[config.mk]
export PLATFORM = sky130hd
export DESIGN_NAME = pst_cell
export DESIGN_NICKNAME = d
export VERILOG_FILES = /design/src/hdl/pst_pkg.sv /design/src/hdl/pst_cell.sv
export SDC_FILE = /design/constraint.sdc
export NUM_CORES = 1
export LEC_CHECK = 0
export BUFFER_PORTS_ARGS = -buffer_cell sky130_fd_sc_hd__clkbuf_2
export CORE_MARGIN = 5
export CORE_UTILIZATION = 30
export DETAILED_ROUTE_END_ITERATION = 16
export GPL_TIMING_DRIVEN = 0
export PLACE_DENSITY_LB_ADDON = 0.12
export SLEW_MARGIN = 20
export SYNTH_ARGS = -nofsm -noshare
export SYNTH_HDL_FRONTEND = slang
export SYNTH_SLANG_ARGS = --single-unit
export TNS_END_PERCENT = 50
[constraint.sdc]
create_clock -name clk_i -period 9.5 [get_ports clk_i]
set_input_delay 1.9 -clock clk_i [delete_from_list [all_inputs] [get_ports clk_i]]
set_output_delay 1.9 -clock clk_i [all_outputs]
set_load 0.03 [all_outputs]
[src/hdl/pst_pkg.sv]
// ----------------------------------------------------------------------------
// Ready table package
// Shared constants and types for the aging ready table.
// ----------------------------------------------------------------------------
package pst_pkg;

  localparam logic [1:0] CMD_INSERT   = 2'd0;
  localparam logic [1:0] CMD_AGE      = 2'd1;
  localparam logic [1:0] CMD_DISPATCH = 2'd2;

  localparam logic [1:0] ST_DONE  = 2'd0;
  localparam logic [1:0] ST_EMPTY = 2'd1;
  localparam logic [1:0] ST_FULL  = 2'd2;

  localparam logic [15:0] AGING_RESET = 16'd100;
  localparam logic [15:0] ACCUM_MAX   = 16'hFFFF;

  typedef struct packed {
    logic [15:0] id;
    logic [7:0]  prio;
    logic [19:0] remaining;
    logic [15:0] accum;
    logic [31:0] last_check;
  } entry_t;

  // Per-cycle control broadcast to every cell.
  typedef struct packed {
    logic        ring;      // rotate the whole row by one position
    logic        age_step;  // run one aging subtract step in every cell that can step
    logic        age_load;  // fold elapsed time into the accumulator
    logic [31:0] now_time;
    logic [15:0] interval;
  } cell_ctrl_t;

endpackage

[src/hdl/pst_cell.sv]
// ----------------------------------------------------------------------------
// Ready table cell
// One table slot. Takes its neighbor's entry on a rotate and ages itself.
// ----------------------------------------------------------------------------
module pst_cell import pst_pkg::*; (
  input  logic       clk_i,
  input  logic       rst_ni,
  input  cell_ctrl_t ctrl_i,
  input  logic       valid_i,
  input  entry_t     entry_i,
  input  logic       load_i,
  input  logic       load_valid_i,
  input  entry_t     load_entry_i,
  output logic       valid_o,
  output entry_t     entry_o,
  output logic       step_ok_o
);

  logic        valid_q, valid_d;
  logic        active_q, active_d;
  entry_t      entry_q, entry_d;
  logic [32:0] work_q, work_d;
  logic [31:0] elapsed;
  logic        step_ok;

  assign elapsed = ctrl_i.now_time - entry_q.last_check;

  // The working total holds the waiting time, less the intervals already stepped off, while an age item steps.
  assign step_ok = active_q && valid_q && ctrl_i.interval != '0 &&
                   entry_q.prio != '0 && work_q >= {17'd0, ctrl_i.interval};

  always_comb begin
    valid_d  = valid_q;
    active_d = active_q;
    entry_d  = entry_q;
    work_d   = work_q;
    if (load_i) begin
      valid_d  = load_valid_i;
      entry_d  = load_entry_i;
      active_d = 1'b0;
    end else if (ctrl_i.ring) begin
      valid_d  = valid_i;
      entry_d  = entry_i;
      active_d = 1'b0;
    end else if (ctrl_i.age_load) begin
      active_d = 1'b0;
      if (valid_q && ctrl_i.now_time > entry_q.last_check) begin
        active_d = 1'b1;
        work_d   = {17'd0, entry_q.accum} + {1'b0, elapsed};
        entry_d.last_check = ctrl_i.now_time;
        // With a zero interval the priority drops straight to zero.
        if (ctrl_i.interval == '0) entry_d.prio = '0;
        entry_d.accum = (work_d[32:16] != '0) ? ACCUM_MAX : work_d[15:0];
      end
    end else if (ctrl_i.age_step && step_ok) begin
      work_d        = work_q - {17'd0, ctrl_i.interval};
      entry_d.prio  = entry_q.prio - 8'd1;
      entry_d.accum = (work_d[32:16] != '0) ? ACCUM_MAX : work_d[15:0];
    end
  end

  always_ff @(posedge clk_i or negedge rst_ni) begin
    if (!rst_ni) begin
      valid_q  <= 1'b0;
      active_q <= 1'b0;
    end else begin
      valid_q  <= valid_d;
      active_q <= active_d;
    end
  end

  always_ff @(posedge clk_i) begin
    entry_q <= entry_d;
    work_q  <= work_d;
  end

  assign valid_o   = valid_q;
  assign entry_o   = entry_q;
  assign step_ok_o = step_ok;

endmodule

Word level (Yosys, flattened, before mapping)
Cells that the tools add are included.
{"block": "word_totals", "regBits": 127, "inputBits": 240}
{"block": "classes", "n_addsub": 4, "order_cmp": 2, "eq_ne": 3, "mux": 24, "bitwise": 2, "n_reduce_logical": 20}
{"operator": "$mux 33", "count": 3}
{"operator": "$mux 48", "count": 2}
{"operator": "$mux 92", "count": 1}
{"operator": "$mux 16", "count": 5}
{"operator": "$mux 8", "count": 5}
{"operator": "$reduce_bool 17->1", "count": 2}
{"operator": "$add 16x32->33", "count": 1}
{"operator": "$ge 33x16->1", "count": 1}
{"operator": "$sub 33x16->33", "count": 1}
{"operator": "$gt 32x32->1", "count": 1}
{"operator": "$mux 32", "count": 1}
{"operator": "$sub 32x32->32", "count": 1}
{"operator": "$mux 20", "count": 1}
{"operator": "$logic_not 16->1", "count": 1}
{"operator": "$reduce_bool 16->1", "count": 1}
{"operator": "$ne 4x1->1 const B", "count": 2}
{"operator": "$reduce_bool 8->1", "count": 1}
{"operator": "$sub 8x1->8 const B", "count": 1}
{"operator": "$logic_and 1x1->1", "count": 6}
{"operator": "$mux 1", "count": 6}
{"operator": "$reduce_bool 3->1", "count": 2}
{"operator": "$reduce_and 2->1", "count": 2}
{"operator": "$reduce_and 4->1", "count": 1}
{"operator": "$reduce_bool 2->1", "count": 2}
{"operator": "other kinds (4)", "count": 5}

Logic depth before layout (Yosys ltp)
Gate-level depths: netlist (run 1).
{"block": "depth", "depth_word": 9, "depth_mapped": 21}

Least setup slack after synthesis (run 1)
Ideal clock, no wire load.
{"block": "synth_path", "kind": "in2reg", "from": "in ctrl_i[16] in the netlist's numbering", "to": "reg entry_q, in the netlist entry_o[34], data pin", "setup_time_ns": 0.284, "arrival_time_ns": 5.970, "t_required_ns": 9.216, "setup_slack_ns": 3.246, "stages": 20, "cell_sequence": "inv_1 -> ha_1 -> fa_1 -> nand2b_1 -> a211oi_2 -> nor2_1 -> o21ai_0 -> xor2_1 -> ha_1 -> and3_1 -> a221oi_1 -> nand3b_1 -> o211ai_1 -> and4b_1 -> and3_1 -> nor3_1 -> o211a_1 -> o2111ai_2 -> o311ai_4 -> o2111ai_1"}
{"item": "from (decl)", "line": "pst_cell.sv:8", "text": "input cell_ctrl_t ctrl_i,"}
{"item": "to (signal assigned)", "line": "pst_cell.sv:73", "text": "entry_q <= entry_d;"}
{"item": "to (decl)", "line": "pst_cell.sv:21", "text": "entry_t entry_q, entry_d;"}

==> flow_metrics.py, run 1 <==
metrics = {
    "finish": {
        "final_net_count": 1907,
        "seqCellArea_um2": 3804,
        "antennaDiodeCount": 0,
        "postLayoutCellArea_um2": 13880,
        "fillers": 3789,
        "multiInputGateArea_um2": 6645,
        "drive_gt1_share_pct": 27.58,
        "area_growth_pct": 26.42,
    },
    "grt": {
        "grt_max_degree": 30,
        "overflow": 0,
        "grt_first_pass_wirelength_um": 61370,
        "grt_usage_pct": 19.37,
        "grt_pass1_vias": 10670,
        "grt_antenna_before_repair": 0,
    },
    "routing": {
        "routed_via_density": 5.162,
        "drc": 0,
        "first_pass_iters": 7,
        "ant_nets": 0,
        "drt-total-wl_um": 40510,
        "vias": 10730,
        "drt_iter0_drc": 778,
        "post_drt_wl_per_cell_um": 19.50,
    },
    "floorplan": {
        "core_area_um2": 36350,
        "boundaryPins": 334,
        "dieWidth_um": 201.3,
        "row_count": 70,
        "die-area_um2": 40540,
        "die_y_um": 201.3,
        "initial_utilization_pct": 30.22,
    },
    "critical_path": {
        "path_class": "in2reg",
        "worstPathArrival_ps": 7390,
        "path_cells": "clkbuf_2 -> inv_1 -> ha_1 -> fa_1 -> nand2b_1 -> a21oi_1 -> a22oi_1 -> nand2_1 -> xor2_1 -> ha_1 -> clkbuf_1 -> and3_1 -> nand4_1 -> o211ai_1 -> nand3_1 -> nor3_2 -> a31o_2 -> o2111ai_1 -> o311ai_4 -> o2111ai_1",
        "r2r-start": "entry_o[0]$_DFFE_PP_",
        "critPathMaxStageDelay_ps": 640,
        "reg2reg_to": "entry_o[39]$_DFFE_PP_",
        "slowest_stage": "o311ai_4",
        "cp_max_fo": 9,
        "start_kind": "input port",
        "critPathRequiredTime_ps": 9610,
        "r2r_slack_ps": 3380,
        "cp-end-kind": "flop",
        "ff2ff_path_depth": 18,
    },
    "worst_hold_path": {
        "holdPathEnd": "active_q$_DFFE_PN0P_",
        "worstHoldPathType": "reg2reg",
        "min-delay-start": "active_q$_DFFE_PN0P_",
        "holdPathStages": 2,
    },
    "timing": {
        "hold_violations": 0,
        "hold_ws_ps": 544.3,
        "finalCritPeriodShare_pct": 76.65,
        "finalMaxSlewViolations": 0,
        "worst-slew-pin-transition_ps": 1015,
        "tns_ps": 0,
        "fin_crit_ps": 7282,
        "relSlewSlack_pct": 32.36,
        "skew_ps": 12.87,
        "rsz0062_at_grt": "false",
        "max_freq_mhz": 137.3,
        "setup_viol": 0,
    },
    "yosys": {
        "synth_seq_cells": 127,
        "syn_inst": 1243,
        "synth_seq_area_share_pct": 34.63,
        "synth_cell_types": 82,
        "netlist_area_um2": 10980,
        "ys_warn_count": 0,
        "syn_area_per_cell_um2": 8.836,
        "synth_edf_count": 125,
        "async_flop_share_pct": 1.575,
        "ys.flop_type": "edfxtp_1",
        "syn-num-nets": 1553,
    },
    "place": {
        "dp_hpwl_um": 33590,
        "io_buffers": 331,
        "placed_area_um2": 13310,
        "place_congestion": 0.8842,
    },
    "cts": {
        "numCtsBuffers": 17,
        "postCtsHoldBufs": 0,
        "tritoncts": "done",
        "cts_num_sinks": 127,
        "post_cts_buffers": 0,
        "cts_root_buf": "clkbuf_16",
        "cts_htree_levels": 4,
        "clock_path_buffers": 2,
        "ctsResizeCount": 0,
        "clk_pin_slew_worst_paths_ps": 60,
        "clk_latency_ps": 440,
    },
    "power_and_ir_drop": {
        "p_leak_nw": 6.104,
        "ir_worst_vdd_mv": 0.1387,
        "cellPowerDensity_nw_per_um2": 177.9,
    },
    "run": {
        "cap_violations": 0,
    },
    "outcome": {
        "status": "complete, no violations",
    },
}
[report_power, final]
group | switching (mW) | total (mW) | internal, mW
Combinational | 0.691 | 1.08 | 0.391
Sequential | 0.0338 | 0.726 | 0.692
Clock | 0.276 | 0.662 | 0.387
Total | 1.00 | 2.47 | 1.47
[placed cells by master (no fill, tap or decap), types with 7 or more instances in the layout]
| master | synthesis | final |
|---|---|---|
| clkbuf_2 | 0 | 331 |
| nand2_1 | 150 | 149 |
| edfxtp_1 | 125 | 125 |
| o21ai_0 | 102 | 101 |
| a21oi_1 | 93 | 93 |
| nor2_1 | 83 | 82 |
| inv_1 | 82 | 81 |
| ha_1 | 67 | 67 |
| mux2_2 | 40 | 40 |
| xnor2_1 | 40 | 40 |
| mux2i_1 | 40 | 40 |
| xor2_1 | 34 | 34 |
| clkbuf_1 | 31 | 33 |
| nand4_1 | 29 | 29 |
| a21o_1 | 22 | 22 |
| nand3_1 | 20 | 20 |
| nor3_1 | 19 | 19 |
| o211ai_1 | 18 | 18 |
| nor4_1 | 17 | 17 |
| clkbuf_16 | 0 | 17 |
| buf_2 | 15 | 15 |
| nor2b_1 | 13 | 13 |
| o2111ai_1 | 13 | 13 |
| a31oi_1 | 12 | 12 |
| o21a_1 | 12 | 12 |
| o21ai_1 | 10 | 11 |
| buf_1 | 10 | 10 |
| a211oi_1 | 10 | 10 |
| or3_1 | 10 | 10 |
| and2_1 | 9 | 9 |
| and3_1 | 8 | 8 |
| nand2b_1 | 7 | 7 |
| o21bai_1 | 7 | 7 |
| and4_1 | 7 | 7 |
[worst max-delay path, delay by kind of cell]
kind | cells | cell delay (ps)
AOI/OAI and AO/OA | 7 | 2410
and+or+nand+nor | 6 | 1530
adders and majority gates | 3 | 870
buffers and inverters | 3 | 390
xor gates and xnor gates | 1 | 270
[registers in the layout, indices dropped and copies added, names as in the netlist]
register	cells
entry_o	92
active_q	1
work_q	33
valid_o	1
[how the worst max path moves through the flow]
| stage | from | end | slack [ps] | depth (start not counted) |
|---|---|---|---|---|
| 2_1_floorplan | ctrl_i[16] | entry_o[34]$_DFFE_PP_ | 3250 | 20 |
| 3_3_place_gp | ctrl_i[16] | work_q[6]$_DFFE_PP_ | 1910 | 15 |
| 3_5_place_dp | ctrl_i[16] | entry_o[39]$_DFFE_PP_ | 1890 | 20 |
| 4_1_cts | ctrl_i[16] | entry_o[39]$_DFFE_PP_ | 2330 | 20 |
| 5_1_grt | ctrl_i[16] | entry_o[39]$_DFFE_PP_ | 1980 | 20 |
| 6_report | ctrl_i[16] | entry_o[39]$_DFFE_PP_ | 2220 | 20 |
[synthesized netlist by cell type (15+ instances only)]
library cell / instances / area, um^2
a21o_1: 22 / 165.2
nor4_1: 17 / 106.4
xor2_1: 34 / 297.8
nand4_1: 29 / 181.4
nor2_1: 83 / 311.6
clkbuf_1: 31 / 116.4
a21oi_1: 93 / 465.5
nand3_1: 20 / 100.1
inv_1: 82 / 307.8
nand2_1: 150 / 563.0
mux2_2: 40 / 450.4
o21ai_0: 102 / 510.5
o211ai_1: 18 / 135.1
ha_1: 67 / 838.3
xnor2_1: 40 / 350.3
buf_2: 15 / 75.07
mux2i_1: 40 / 400.4
nor3_1: 19 / 95.09
edfxtp_1: 125 / 3754
[metal layers]
layer / up-vias / track usage, % / wire length (um) / share of wire, %
met5: - / 0 / 0 / 0
met3: 39 / 5.060 / 2889 / 7.1
li1: 5303 / - / - / -
met2: 394 / 30.49 / 18030 / 44
met4: 0 / 4.858 / 690 / 1.7
met1: 4991 / 26.62 / 18910 / 47
[cell type report]
type / instances / share of cell area, %
repair buffers: 335 / 12.47
flip-flops and latches: 127 / 27.39
clock inverters: 13 / 1.018
inverters: 82 / 2.217
well taps: 468 / 4.217
multi-input cells: 977 / 47.86
clock buffers: 19 / 3.118
plain buffers: 57 / 1.703
[per-stage QoR]
stage | setup WS (ps) | power (mW) | cells | utilization (%)
2_1_floorplan | 3246 | 1.466 | 1243 | -
3_3_place_gp | 1910 | 1.806 | 2042 | 36.39
3_5_place_dp | 1890 | 1.816 | 2046 | 36.62
4_1_cts | 2335 | 2.492 | 2078 | 38.20
5_1_grt | 1985 | 2.619 | 2078 | 38.20
6_report | 2218 | 2.470 | 2078 | 38.20
[logic make-up after synthesis]
family	count (synthesis)	share of synthesized area, %
compound gates	351	20.38
xor+xnor	74	5.901
fa+ha+maj	70	8.180
buf+inv	139	4.956
flops	127	34.63
mux	80	7.747
simple gates	402	18.20
Note: power is estimated with default switching activity, not from simulation.
==> inputs of run 2 (changes only) <==
Clock period 9.5 ns to 6.9 ns, I/O delays scaled along.
==> flow_metrics.py, run 2 (synthesis results as in run 1) <==
metrics = {
    "timing": {
        "relSlewSlack_pct": 29.26,
        "worst-slew-pin-transition_ps": 1061,
        "fin_ws_ps": 248.4,
        "max_freq_mhz": 150.3,
        "finalMaxSlewViolations": 0,
        "setup_viol": 0,
        "skew_ps": 14.25,
        "hold_violations": 0,
        "rsz0062_at_grt": "false",
        "fin_crit_ps": 6652,
        "finalCritPeriodShare_pct": 96.40,
    },
    "floorplan": {
        "initial_utilization_pct": 30.22,
        "die_y_um": 201.3,
        "row_count": 70,
        "dieWidth_um": 201.3,
        "die-area_um2": 40540,
        "core_area_um2": 36350,
        "boundaryPins": 334,
    },
    "critical_path": {
        "cp.buffers_inverters": 3,
        "cp-startpoint": "ctrl_i[16]",
        "start_kind": "input port",
        "r2r-start": "entry_o[0]$_DFFE_PP_",
        "critPathMaxStageDelay_ps": 650,
        "slowest_stage": "o311ai_4",
        "path_class": "in2reg",
        "worstPathArrival_ps": 6750,
        "path_cells": "clkbuf_2 -> inv_1 -> ha_1 -> fa_1 -> nand2b_1 -> a21oi_1 -> a22oi_1 -> nand2_1 -> xor2_1 -> ha_1 -> clkbuf_1 -> and3_1 -> nand4_1 -> o211ai_1 -> nand3_1 -> nor3_2 -> a31o_2 -> o2111ai_1 -> o311ai_4 -> o2111ai_1",
        "critPathRequiredTime_ps": 7000,
        "cp_max_fo": 9,
        "critPathTopFamily": "compound AO/OA/AOI/OAI gates",
        "cp-end-kind": "flop",
    },
    "cts": {
        "post_cts_buffers": 0,
        "clock_path_buffers": 2,
        "cts_num_sinks": 127,
        "clk_pin_slew_worst_paths_ps": 60,
        "clk_latency_ps": 440,
        "cts_htree_levels": 4,
        "postCtsHoldBufs": 0,
        "ctsResizeCount": 0,
        "cts_root_buf": "clkbuf_16",
        "tritoncts": "done",
        "numCtsBuffers": 17,
    },
    "finish": {
        "largest_reg_flops": 92,
        "postLayoutCellArea_um2": 13900,
        "fin_cells": 2080,
        "area_growth_pct": 26.56,
        "finalCoreUtilization_pct": 38.24,
        "final_net_count": 1909,
        "layout_commonest_cell": "clkbuf_2",
        "antennaDiodeCount": 0,
        "drive_gt1_share_pct": 27.67,
        "layout_common_cells": "331 x clkbuf_2, 149 x nand2_1, 125 x edfxtp_1",
    },
    "place": {
        "place_congestion": 0.8842,
        "dp_hpwl_um": 33590,
        "placed_area_um2": 13310,
        "io_buffers": 331,
        "dp_slack_ps": -189.9,
        "placed_cells": 2046,
    },
    "routing": {
        "drc": 0,
        "drt-total-wl_um": 40510,
        "drt_iter0_drc": 790,
        "post_drt_wl_per_cell_um": 19.47,
        "vias": 10690,
        "first_pass_iters": 5,
        "routed_via_density": 5.138,
        "ant_nets": 0,
    },
    "run": {
        "cap_violations": 0,
    },
    "grt": {
        "grt_max_degree": 30,
        "grt_usage_pct": 19.37,
        "grt_antenna_before_repair": 0,
        "overflow": 0,
        "grt_pass1_vias": 10670,
        "grt_first_pass_wirelength_um": 61370,
    },
    "outcome": {
        "status": "complete, no violations",
    },
    "worst_hold_path": {
        "worstHoldPathType": "reg2reg",
        "min-delay-start": "active_q$_DFFE_PN0P_",
    },
    "power_and_ir_drop": {
        "cellPowerDensity_nw_per_um2": 245.4,
        "report.power.total_mw": 3.411,
        "p_leak_nw": 6.114,
        "ir_worst_vdd_mv": 0.1899,
    },
}
-- run 2: cell count changes in the layout (fill, tap and decap cells not counted) --
cell   previous run  this run
buf_4             2         4
-- run 2: routing by layer --
| layer | vias to the layer above | wire length, um | track usage [%] |
|---|---|---|---|
| met4 | 0 | 677 | 4.858 |
| met2 | 392 | 17960 | 30.49 |
| li1 | 5302 | - | - |
| met5 | - | 0 | 0 |
| met3 | 38 | 2828 | 5.060 |
| met1 | 4954 | 19040 | 26.62 |
-- run 2: path summary, 6_finish.rpt --
| check | to | slack [ps] | cells past startpoint |
|---|---|---|---|
| max | entry_o[39]$_DFFE_PP_ | 250 | 20 |
| max reg2reg | entry_o[39]$_DFFE_PP_ | 890 | 18 |
| min in group asynchronous | valid_o$_DFFE_PN0N_ | 710 | 1 |
| max in group asynchronous | active_q$_DFFE_PN0P_ | 6090 | 1 |
| min reg2reg | active_q$_DFFE_PN0P_ | 550 | 2 |
| min | active_q$_DFFE_PN0P_ | 550 | 2 |
-- run 2: power by group --
| part | switching [mW] | internal [mW] | leakage (nW) |
|---|---|---|---|
| registers | 0.0466 | 0.953 | 1.27 |
| logic | 0.954 | 0.547 | 4.58 |
| clock network | 0.378 | 0.532 | 0.270 |
-- run 2: layout make-up --
| type | instances | area (um^2) |
|---|---|---|
| plain buffers | 57 | 236.5 |
| well taps | 468 | 585.6 |
| inverters | 82 | 307.8 |
| clock inverters | 13 | 141.4 |
| fillers | 3788 | 22450 |
| repair buffers | 337 | 1747 |
| clock buffers | 19 | 432.9 |
| flip-flops and latches | 127 | 3804 |
| multi-input cells | 977 | 6645 |
-- run 2: worst reg2reg max path: cells and delay by family, from the launching register on --
family / cells / cell delay [ps]
AOI/OAI and AO/OA: 7 / 2360
xor gates and xnor gates: 1 / 270
and+or+nand+nor: 6 / 1490
buffers and inverters: 1 / 250
adders and majority gates: 3 / 890
DFF: 1 / 420
-- run 2: stage by stage --
stage	setup TNS [ps]	hold slack, ps
floorplan	0	511.3
global placement	-6535	535.2
detailed placement	-1084	541.1
CTS	0	551.7
global route	0	579.9
finish	0	545.9
